`src/rtl/sorted_set_insert_lookup_unit_assert.svh`:
```
// assertion macros for the sorted set unit
// expects clk and rst_n in the scope of the module that uses them
`ifndef SORTED_SET_INSERT_LOOKUP_UNIT_ASSERT_SVH
`define SORTED_SET_INSERT_LOOKUP_UNIT_ASSERT_SVH

// same-cycle implication, disabled during reset
`define SSI_ASSERT_NOW(label, ante, cons, msg) \
    label: assert property (@(posedge clk) disable iff (!rst_n) (ante) |-> (cons)) \
        else $error(msg);

// next-cycle implication, disabled during reset
`define SSI_ASSERT_NEXT(label, ante, cons, msg) \
    label: assert property (@(posedge clk) disable iff (!rst_n) (ante) |=> (cons)) \
        else $error(msg);

`endif

```
`src/rtl/ssi_pkg.sv`:
```
// shared constants and types for the sorted set unit
// no dependencies
`default_nettype none

package ssi_pkg;

    // store size and key width
    localparam int CAPACITY  = 16;
    localparam int KEY_WIDTH = 32;

    // width of the internal entry count and of the count port
    localparam int CNT_W       = $clog2(CAPACITY + 1);
    localparam int COUNT_WIDTH = 5;

    // operation codes
    localparam logic OP_INSERT = 1'b0;
    localparam logic OP_LOOKUP = 1'b1;

    // control broadcast to every cell
    typedef struct packed {
        logic cmp_en;       // capture compare flags against the incoming key
        logic shift_en;     // commit the insert into the row
        logic signed_mode;  // two's complement ordering
    } ssi_ctrl_t;

endpackage

`default_nettype wire

```
`src/rtl/ssi_cell.sv`:
```
// one entry of the sorted row: holds a key, compares and shifts
// depends on ssi_pkg
`default_nettype none

module ssi_cell
    import ssi_pkg::*;
(
    input  wire logic                 clk,
    input  wire ssi_ctrl_t            ctrl,
    input  wire logic                 valid,
    input  wire logic [KEY_WIDTH-1:0] cmp_key,
    input  wire logic [KEY_WIDTH-1:0] ins_key,
    input  wire logic [KEY_WIDTH-1:0] left_key,
    input  wire logic                 gt_in,
    input  wire logic                 eq_in,
    output logic      [KEY_WIDTH-1:0] key_out,
    output logic                      gt_out,
    output logic                      eq_out
);

    localparam logic [KEY_WIDTH-1:0] SIGN_BIT = KEY_WIDTH'(1) << (KEY_WIDTH - 1);

    logic [KEY_WIDTH-1:0] key_reg;
    logic                 eq_reg;
    logic                 gt_reg;
    logic [KEY_WIDTH-1:0] flip;
    logic [KEY_WIDTH-1:0] new_ord;
    logic [KEY_WIDTH-1:0] own_ord;
    logic                 eq_next;
    logic                 gt_next;
    logic [KEY_WIDTH-1:0] key_next;

    // map both keys so that unsigned order is the selected order
    always_comb
    begin
        flip    = ctrl.signed_mode ? SIGN_BIT : '0;
        new_ord = cmp_key ^ flip;
        own_ord = key_reg ^ flip;
        eq_next = valid && (cmp_key == key_reg);
        gt_next = valid && (new_ord < own_ord);
    end

    // compare flags for the item in flight
    always_ff @(posedge clk)
    begin
        if (ctrl.cmp_en)
        begin
            eq_reg <= eq_next;
            gt_reg <= gt_next;
        end
    end

    // shift up behind the insert point, take the key at it or at the end
    always_comb
    begin
        key_next = key_reg;
        if (gt_in)
        begin
            key_next = left_key;
        end
        else if (gt_reg || !valid)
        begin
            key_next = ins_key;
        end
    end

    always_ff @(posedge clk)
    begin
        if (ctrl.shift_en)
        begin
            key_reg <= key_next;
        end
    end

    // prefix chains toward the right neighbor
    assign key_out = key_reg;
    assign gt_out  = gt_in || gt_reg;
    assign eq_out  = eq_in || eq_reg;

endmodule

`default_nettype wire

```
`src/rtl/sorted_set_insert_lookup_unit.sv`:
```
// Sorted set of up to CAPACITY distinct keys kept in ascending order in a row
// of cells. For each item, at the accepting edge every cell
// compares its key with the incoming key at once; in the next cycle the
// "found" and "first greater entry" flags ripple along the cell chain and the
// row shifts up by one behind the insert point. The result appears on the
// result ports with done high for exactly one cycle after that, and busy is
// low in that same cycle, so start may follow. The receiver cannot stall;
// results must be taken when done is high. The user must write compare_signed
// through cfg_we/cfg_wdata only while the unit is idle; the unit does not enforce this.
// depends on ssi_pkg, ssi_cell and sorted_set_insert_lookup_unit_assert.svh
`default_nettype none

`include "sorted_set_insert_lookup_unit_assert.svh"

module sorted_set_insert_lookup_unit
    import ssi_pkg::*;
(
    input  wire logic                   clk,
    input  wire logic                   rst_n,
    input  wire logic                   cfg_we,
    input  wire logic                   cfg_wdata,
    input  wire logic                   start,
    output logic                        busy,
    input  wire logic                   operation,
    input  wire logic [31:0]            key,
    output logic                        done,
    output logic                        found,
    output logic                        inserted,
    output logic                        full_drop,
    output logic [COUNT_WIDTH-1:0]      count
);

    typedef enum logic [1:0] {
        ST_IDLE   = 2'b01,
        ST_UPDATE = 2'b10
    } state_t;

    state_t               state_reg, state_next;
    logic                 signed_reg;
    logic                 op_reg;
    logic [KEY_WIDTH-1:0] key_reg;
    logic [CNT_W-1:0]     count_reg, count_next;
    logic                 done_reg;
    logic                 found_reg;
    logic                 inserted_reg;
    logic                 full_drop_reg;

    logic                 accept;
    logic                 is_full;
    logic                 do_insert;
    logic                 found_all;
    ssi_ctrl_t            ctrl;
    logic [KEY_WIDTH-1:0] in_key;

    logic [CAPACITY-1:0]  valid;
    logic [KEY_WIDTH-1:0] cell_key [CAPACITY];
    logic [CAPACITY:0]    gt_chain;
    logic [CAPACITY:0]    eq_chain;

    assign accept    = start && (state_reg == ST_IDLE);
    assign busy      = (state_reg != ST_IDLE);
    assign in_key    = key[KEY_WIDTH-1:0];
    assign is_full   = (count_reg == CNT_W'(CAPACITY));
    assign found_all = eq_chain[CAPACITY];
    assign do_insert = (state_reg == ST_UPDATE) && (op_reg == OP_INSERT)
                       && !found_all && !is_full;

    // cell control
    always_comb
    begin
        ctrl.cmp_en      = accept;
        ctrl.shift_en    = do_insert;
        ctrl.signed_mode = signed_reg;
    end

    // chain ends
    assign gt_chain[0] = 1'b0;
    assign eq_chain[0] = 1'b0;

    // row of cells
    for (genvar i = 0; i < CAPACITY; i++)
    begin : g_cell
        logic [KEY_WIDTH-1:0] left;

        assign valid[i] = (CNT_W'(i) < count_reg);

        if (i == 0)
        begin : g_first
            assign left = key_reg;
        end
        else
        begin : g_rest
            assign left = cell_key[i-1];
        end

        ssi_cell u_cell (
            .clk      (clk),
            .ctrl     (ctrl),
            .valid    (valid[i]),
            .cmp_key  (in_key),
            .ins_key  (key_reg),
            .left_key (left),
            .gt_in    (gt_chain[i]),
            .eq_in    (eq_chain[i]),
            .key_out  (cell_key[i]),
            .gt_out   (gt_chain[i+1]),
            .eq_out   (eq_chain[i+1])
        );
    end

    // sequencing
    always_comb
    begin
        state_next = state_reg;
        case (state_reg)
            ST_IDLE:
            begin
                if (accept)
                begin
                    state_next = ST_UPDATE;
                end
            end
            ST_UPDATE:
            begin
                state_next = ST_IDLE;
            end
            default:
            begin
                state_next = ST_IDLE;
            end
        endcase
    end

    assign count_next = do_insert ? count_reg + CNT_W'(1) : count_reg;

    // control registers
    always_ff @(posedge clk or negedge rst_n)
    begin
        if (!rst_n)
        begin
            state_reg  <= ST_IDLE;
            count_reg  <= '0;
            done_reg   <= 1'b0;
            signed_reg <= 1'b0;
        end
        else
        begin
            state_reg <= state_next;
            count_reg <= count_next;
            done_reg  <= (state_reg == ST_UPDATE);
            if (cfg_we)
            begin
                signed_reg <= cfg_wdata;
            end
        end
    end

    // item and result payload
    always_ff @(posedge clk)
    begin
        if (accept)
        begin
            op_reg  <= operation;
            key_reg <= in_key;
        end
        if (state_reg == ST_UPDATE)
        begin
            found_reg     <= found_all;
            inserted_reg  <= do_insert;
            full_drop_reg <= (op_reg == OP_INSERT) && !found_all && is_full;
        end
    end

    assign done      = done_reg;
    assign found     = found_reg;
    assign inserted  = inserted_reg;
    assign full_drop = full_drop_reg;
    assign count     = COUNT_WIDTH'(count_reg);

    // checks
    `SSI_ASSERT_NOW(a_count_cap, 1'b1, count_reg <= CNT_W'(CAPACITY), "entry count above capacity")
    `SSI_ASSERT_NEXT(a_done_follows, state_reg == ST_UPDATE, done_reg && !busy, "no result after update")
    `SSI_ASSERT_NOW(a_flags_excl, done_reg && found_reg, !inserted_reg && !full_drop_reg, "found with insert flags")
    `SSI_ASSERT_NEXT(a_insert_grows, do_insert, count_reg == CNT_W'($past(count_reg) + 1'b1), "insert did not grow count")
    `SSI_ASSERT_NOW(a_drop_full, done_reg && full_drop_reg, count_reg == CNT_W'(CAPACITY), "drop while not full")

endmodule

`default_nettype wire
```
`config.mk`:
```
export PLATFORM = sky130hd
export DESIGN_NAME = sorted_set_insert_lookup_unit
export DESIGN_NICKNAME = d
export VERILOG_FILES = /design/src/rtl/ssi_pkg.sv /design/src/rtl/ssi_cell.sv /design/src/rtl/sorted_set_insert_lookup_unit.sv
export VERILOG_INCLUDE_DIRS = /design/src /design/src/rtl
export SDC_FILE = /design/constraint.sdc
export NUM_CORES = 1
export LEC_CHECK = 0
export BUFFER_PORTS_ARGS = -buffer_cell sky130_fd_sc_hd__buf_2
export CORE_ASPECT_RATIO = 1.25
export CORE_UTILIZATION = 45
export CTS_CLUSTER_DIAMETER = 150
export DETAILED_ROUTE_END_ITERATION = 7
export GPL_ROUTABILITY_DRIVEN = 1
export SLEW_MARGIN = 30
export SYNTH_ARGS = -nofsm -noshare
export SYNTH_HDL_FRONTEND = slang
export SYNTH_SLANG_ARGS = --single-unit
export TNS_END_PERCENT = 1
```
`constraint.sdc`:
```
create_clock -name clk -period 3.7 [get_ports clk]
set_input_delay 0.37 -clock clk [delete_from_list [all_inputs] [get_ports clk]]
set_output_delay 0.37 -clock clk [all_outputs]
set_load 0.005 [all_outputs]
```
==> summary.txt, run 1 <==
Synthesis
  • Post-synth top area cell: edfxtp_1
  • Ys flop type: edfxtp_1
  • Post-synthesis register bit count: 589
  • Synth Instances: 3,421
  • Syn nets: 3,957
  • Post-synth top area share: 48.0%
  • Average footprint of a synthesized cell: 10.6 µm²
  • Synth Cell Area: 36,300 µm²
  • Synth Warn #: 0
  • Synth cell types: 63
  • Most area-consuming cells after synthesis: edfxtp_1 (48%), ha_1 (17%), inv_1 (5.3%), mux2_2 (5.2%), o21ai_0 (4.8%)
  • FFs w/ async S/R, synth: 1.53%
  • Register area share after synthesis: 48.6%
  • Post-synth EDFFs: 580

Final layout
  • Final instance area: 40,800 µm²
  • Final nets: 4,056
  • Layout cells sized above 1: 12.7%
  • Final non-filler cell total: 4,634
  • Max FFs per register: 512
  • Most common cell after layout, fill and taps aside: edfxtp_1
  • Most frequent cells in the layout: edfxtp_1 (580), inv_1 (509), ha_1 (498)
  • FILL cells: 7,120
  • Post-layout util: 51.0%
  • Synth-to-Final Area Change: 12.3%

Worst hold path
  • Hold Path Class: input port to flop
  • Worst hold start: start

Timing
  • RSZ-0062 raised after global routing: no
  • Fin. max-slew vios: 0
  • Tightest Pin Transition: 1.06 ns
  • Final hold vios: 0
  • Period utilisation layout: 80.1%
  • Setup Skew: 0.0279 ns
  • Fin Hold WS: 0.0570 ns
  • Setup Viol. Count Final: 0
  • Setup ws final: 0.735 ns
  • Setup TNS: 0 ns
  • Minimum clock period: 2.96 ns
  • Max Freq: 337 MHz
  • Max-slew headroom: 29.5%

Placed design
  • Placed wire-length estimate: 85,600 µm
  • Gpl congestion: 0.947
  • PortBufs: 47
  • Placed insts: 4,507
  • Place WS: 0.476 ns
  • Cell Area, Placed: 38,500 µm²

GRT
  • Initial antenna violation count: 3
  • Gr usage total: 28.2%
  • First-pass GRT wire length: 170,000 µm
  • Vias in the first global route: 26,200
  • Congestion Overflow GR: 0
  • Largest net degree at the start of global routing: 66

Route
  • Average wire per standard cell: 24.8 µm
  • DR vias/cell: 5.69
  • Routed Wire Length: 115,000 µm
  • Initial DRC Count: 1,944
  • Drc violations: 0
  • Drt first pass iters: 7
  • Antenna-violating nets left: 0
  • Via Count: 26,400

Setup path
  • Slowest CP cell: nor2_4
  • R2R setup slack: 0.74 ns
  • Critical path capture point: g_cell[1].u_cell.key_out[17]
  • Critical Path Start Type: flop
  • Crit-path cells: nor4_1, nand4_1, nor2_1, nand3_2, buf_4, nor2_4, buf_12
  • Setup crit end kind: flop
  • Critical path type: flop to flop
  • RR Startpoint: g_cell[11].u_cell.eq_reg
  • Reg-to-reg endpoint: g_cell[1].u_cell.key_out[17]
  • Crit. Startpoint: g_cell[11].u_cell.eq_reg
  • Req. time, crit path: 4.01 ns
  • Worst path arrival time: 3.27 ns
  • Critical path peak fanout: 17
  • Worst Reg-to-Reg Cells: 7
  • Max stage delay on crit path: 0.50 ns

Pwr
  • Power Dens Cells: 380 nW/µm²
  • Leak pwr: 17.0 nW
  • Power Total: 15.5 mW
  • Peak supply drop: 0.313 mV

Clock tree
  • CTS Buf Count: 66
  • H-Tree Depth: 3
  • Buffers inserted by post-CTS timing repair: 0
  • Clock buffer depth: 3
  • Clk slew on worst S/H paths: 0.06 ns
  • Sink Count: 589
  • CTS tree: built
  • Root Buffer: clkbuf_16
  • Clk Latency, worst-skew pair: 0.63 ns

Die
  • Site row count: 116
  • Initial Util: 45.4%
  • Full die area: 81,800 µm²
  • Core area: 80,000 µm²
  • Width of the chip: 256 µm
  • I/O pin count: 48
  • Die span in y: 320 µm

Status
  • Outcome: finished clean

Flow run
  • MaxCap Viol Count: 0
-- layer usage --
layer	global-route usage [%]	up-vias	share of wire (%)
met4	16.2	0	6.3
li1	-	12500	-
met1	32.7	12800	38
met3	3.60	249	5.6
met5	0	-	0
met2	50.1	858	50
-- final cells by class --
type                       instances  area (µm²)  area share (%)
inverter                         510        1910            4.69
sequential                       589       17600            43.3
clock buffer                      87        1880            4.60
multi-input combinational       2198       16500            40.4
tap                             1062        1330            3.26
clock inverter                    32         327           0.801
antenna                            1        2.50         0.00613
timing repair buffer             155        1230            3.01
-- worst max-delay path: cells and delay by family (launching register included) --
kind	cells	cell delay, ns
simple gates	5	1.68
buf+inv	2	0.59
flops	1	0.36
-- cell families after synthesis --
kind of cell | share of synthesized area [%]
buffers and inverters | 6.65
adder cells (fa/ha/maj) | 17.2
AND/OR/NAND/NOR | 9.59
flip-flops | 48.6
multiplexers | 5.54
AO/OA/AOI/OAI | 12.0
XOR/XNOR | 0.482
-- where the power goes --
part | internal [mW] | switching (mW)
clock | 4.05 | 2.80
combinational | 0.397 | 0.716
sequential | 7.34 | 0.187
total | 11.8 | 3.70
-- worst min-delay path by stage --
| stage | to | slack (ns) | depth (start not counted) |
|---|---|---|---|
| 4_1_cts | state_reg[1] | 0.04 | 3 |
| 3_3_place_gp | signed_reg | 0.32 | 1 |
| 3_5_place_dp | signed_reg | 0.32 | 1 |
| 5_1_grt | state_reg[1] | 0.07 | 3 |
| 6_report | state_reg[1] | 0.06 | 3 |
| 2_1_floorplan | count[0] | 0.07 | 0 |
-- Yosys cell counts, types with 3 or more instances --
master	instances
o211ai_1	18
nor4b_1	3
a211oi_1	37
buf_2	15
a2111oi_0	13
a21o_1	69
o211a_1	5
or3_1	9
nor2_1	99
o221ai_1	5
buf_1	10
o21ai_0	345
o21a_1	14
o21ai_1	28
xnor2_1	9
mux2_2	168
and4_1	4
nand4_1	95
a21oi_1	169
a221o_1	4
or4_1	3
dfrtp_1	8
buf_4	4
nand2_1	383
and2_1	3
o21bai_1	5
a31oi_1	6
mux2_1	9
nor3_2	3
a221oi_1	5
edfxtp_1	580
a211o_1	9
o22ai_1	10
nand3_1	37
and3_1	3
nor3_1	33
inv_1	509
ha_1	498
nor2b_1	35
xor2_1	11
nor4_1	21
clkbuf_1	95
nand2b_1	5
-- timing repair --
item,4_1_cts,5_1_grt
hold buffers,5,0
endpoints found under the hold margin,12,0
gates resized for setup,0,0
setup endpoints to repair,0,0
(Power assumes the default switching activity.)
==> run 2: changes to the inputs <==
Clock period 3.7 ns to 2.6 ns, I/O delays scaled along.
==> run 2 against run 1 <==
Net effect:
- the flow now finishes with violations (negative setup slack)
- first-iteration DRC count grew 22%
- maximum frequency grew 14%
- clock power grew 35%
- worst hold slack lost 0.018 ns
- via count grew 1.6%
- die area is the same
- combinational power grew 55%
- sequential power grew 42%
- largest cell class unchanged
==> summary.txt, run 2 (synthesis gave the netlist of run 1 again) <==
Timing
  • Period utilisation layout: 100%
  • Final hold vios: 0
  • Minimum clock period: 2.60 ns
  • Max-slew headroom: 28.7%
  • Setup ws final: -0.000838 ns
  • Setup Skew: 0.0292 ns
  • Setup TNS: -0.000838 ns
  • Setup Viol. Count Final: 1
  • RSZ-0062 raised after global routing: yes
  • Max Freq: 384 MHz
  • Fin. max-slew vios: 0
  • Tightest Pin Transition: 1.07 ns

GRT
  • Congestion Overflow GR: 0
  • Vias in the first global route: 26,400
  • First-pass GRT wire length: 166,000 µm
  • Initial antenna violation count: 0
  • Gr usage total: 27.4%
  • Largest net degree at the start of global routing: 64

Clock tree
  • Clk Latency, worst-skew pair: 0.64 ns
  • Buffers inserted by post-CTS timing repair: 0
  • H-Tree Depth: 3
  • CTS Buf Count: 66
  • CTS tree: built
  • Clk slew on worst S/H paths: 0.06 ns
  • Root Buffer: clkbuf_16
  • Clock buffer depth: 3
  • Sink Count: 589

Route
  • Via Count: 26,800
  • Routed Wire Length: 112,000 µm
  • Initial DRC Count: 2,371
  • Drt first pass iters: 7
  • Drc violations: 0
  • Average wire per standard cell: 23.5 µm
  • DR vias/cell: 5.62
  • Antenna-violating nets left: 0

Final layout
  • Post-layout util: 52.9%
  • Layout cells sized above 1: 15.7%
  • Max FFs per register: 512
  • Most frequent cells in the layout: edfxtp_1 (580), inv_1 (509), ha_1 (498)
  • Final nets: 4,195
  • Synth-to-Final Area Change: 16.5%
  • Most common cell after layout, fill and taps aside: edfxtp_1

Placed design
  • Placed wire-length estimate: 85,200 µm
  • PortBufs: 47
  • Gpl congestion: 0.929

Status
  • Outcome: finished, violations left
  • Violated checks: negative setup slack

Die
  • I/O pin count: 48
  • Width of the chip: 256 µm
  • Site row count: 116
  • Core area: 80,000 µm²
  • Full die area: 81,800 µm²
  • Die span in y: 320 µm
  • Initial Util: 45.4%

Setup path
  • Worst Reg-to-Reg Cells: 9
  • Crit-path cells: inv_1, ha_1, nand4_1, nor2_1, a2111oi_2, buf_4, a221oi_1, o311a_1, a211oi_1
  • Critical path peak fanout: 2
  • Slowest CP cell: a2111oi_2
  • Worst path arrival time: 3.07 ns
  • Critical Path Start Type: flop
  • Worst Path Buf+Inv: 2
  • Max stage delay on crit path: 0.46 ns
  • Critical path type: flop to flop
  • Setup crit end kind: flop
  • Req. time, crit path: 3.07 ns
  • Cell family with most CP delay: compound AO/OA/AOI/OAI gates
  • CP Depth: 9

Pwr
  • Peak supply drop: 0.361 mV
  • Power Dens Cells: 513 nW/µm²
  • Leak pwr: 17.8 nW

Flow run
  • MaxCap Viol Count: 0

Worst hold path
  • Hold Path Class: input port to flop
  • Worst Hold Depth: 1
==> run 2: cell count changes in the layout (fill, tap and decap cells not counted), sizes merged <==
cell         delta
buf           +134
dlygate4sd3     +5
inv             +5
clkbuf          -4
bufinv          -2
clkinv          -2
clkinvlp        +2
diode           +1
==> run 2: worst reg2reg max path, stage by stage (launching register included) <==
cell       delay (ns)
edfxtp_1         0.36
inv_1            0.09
ha_1             0.24
nand4_1          0.35
nor2_1           0.13
a2111oi_2        0.46
buf_4            0.19
a221oi_1         0.13
o311a_1          0.35
a211oi_1         0.17
==> run 2: repair_timing <==
| item | CTS | global route |
|---|---|---|
| pin swaps | 0 | 0 |
| hold buffers | 10 | 0 |
| gates resized for setup | 3 | 2 |
| hold endpoints to repair | 18 | 0 |
| setup endpoints to repair | 3 | 6 |
==> run 2: cell type report <==
cell class | instances | area, µm²
antenna | 2 | 5.00
multi-input combinational | 2198 | 16500
timing repair buffer | 294 | 2860
clock buffer | 83 | 1740
sequential | 589 | 17600
clock inverter | 35 | 327
tap | 1062 | 1330
inverter | 510 | 1910
fill | 6955 | 37700
==> run 2: routing by layer <==
metal	vias to the layer above	wire, µm	track usage [%]	part of all wire [%]
li1	12800	-	-	-
met1	13000	45300	33.1	40
met2	763	55900	48.4	50
met3	211	5670	3.40	5.1
met4	0	5330	12.7	4.8
met5	-	0	0	0
==> run 2: per-stage QoR <==
| step | hold WS (ns) | std cells | worst slack, ns | power [mW] | cell area, µm² |
|---|---|---|---|---|---|
| after floorplan | -0.0356 | 3421 | -0.695 | 11.6 | 36400 |
| after global placement | 0.180 | 4641 | -0.370 | 12.6 | 40100 |
| after detailed placement | 0.186 | 4642 | -0.441 | 12.6 | 40100 |
| after CTS | 0.0189 | 4770 | 0.00110 | 21.8 | 42300 |
| after global routing | 0.0320 | 4771 | -0.0334 | 22.4 | 42300 |
| final | 0.0393 | 4773 | -0.000838 | 21.7 | 42300 |
==> run 2: path summary, 6_finish.rpt <==
kind                            slack [ns]                       endpoint                           from
worst max-delay path               -0.0008        g_cell[4].u_cell.gt_reg   g_cell[4].u_cell.key_out[19]
worst min-delay path                  0.04             g_cell[0].left[26]                        key[26]
worst max register to register     -0.0008        g_cell[4].u_cell.gt_reg   g_cell[4].u_cell.key_out[19]
max in group asynchronous             2.20                   state_reg[0]                          rst_n
min in group asynchronous             0.07                       count[1]                          rst_n
worst min register to register        0.57  g_cell[13].u_cell.key_out[12]  g_cell[12].u_cell.key_out[12]
==> run 2: where the power goes <==
group          internal, mW  total [mW]  switching, mW
registers              10.4        10.7          0.271
logic                 0.700        1.72           1.02
clock network          5.25        9.26           4.01
total                  16.4        21.7           5.30
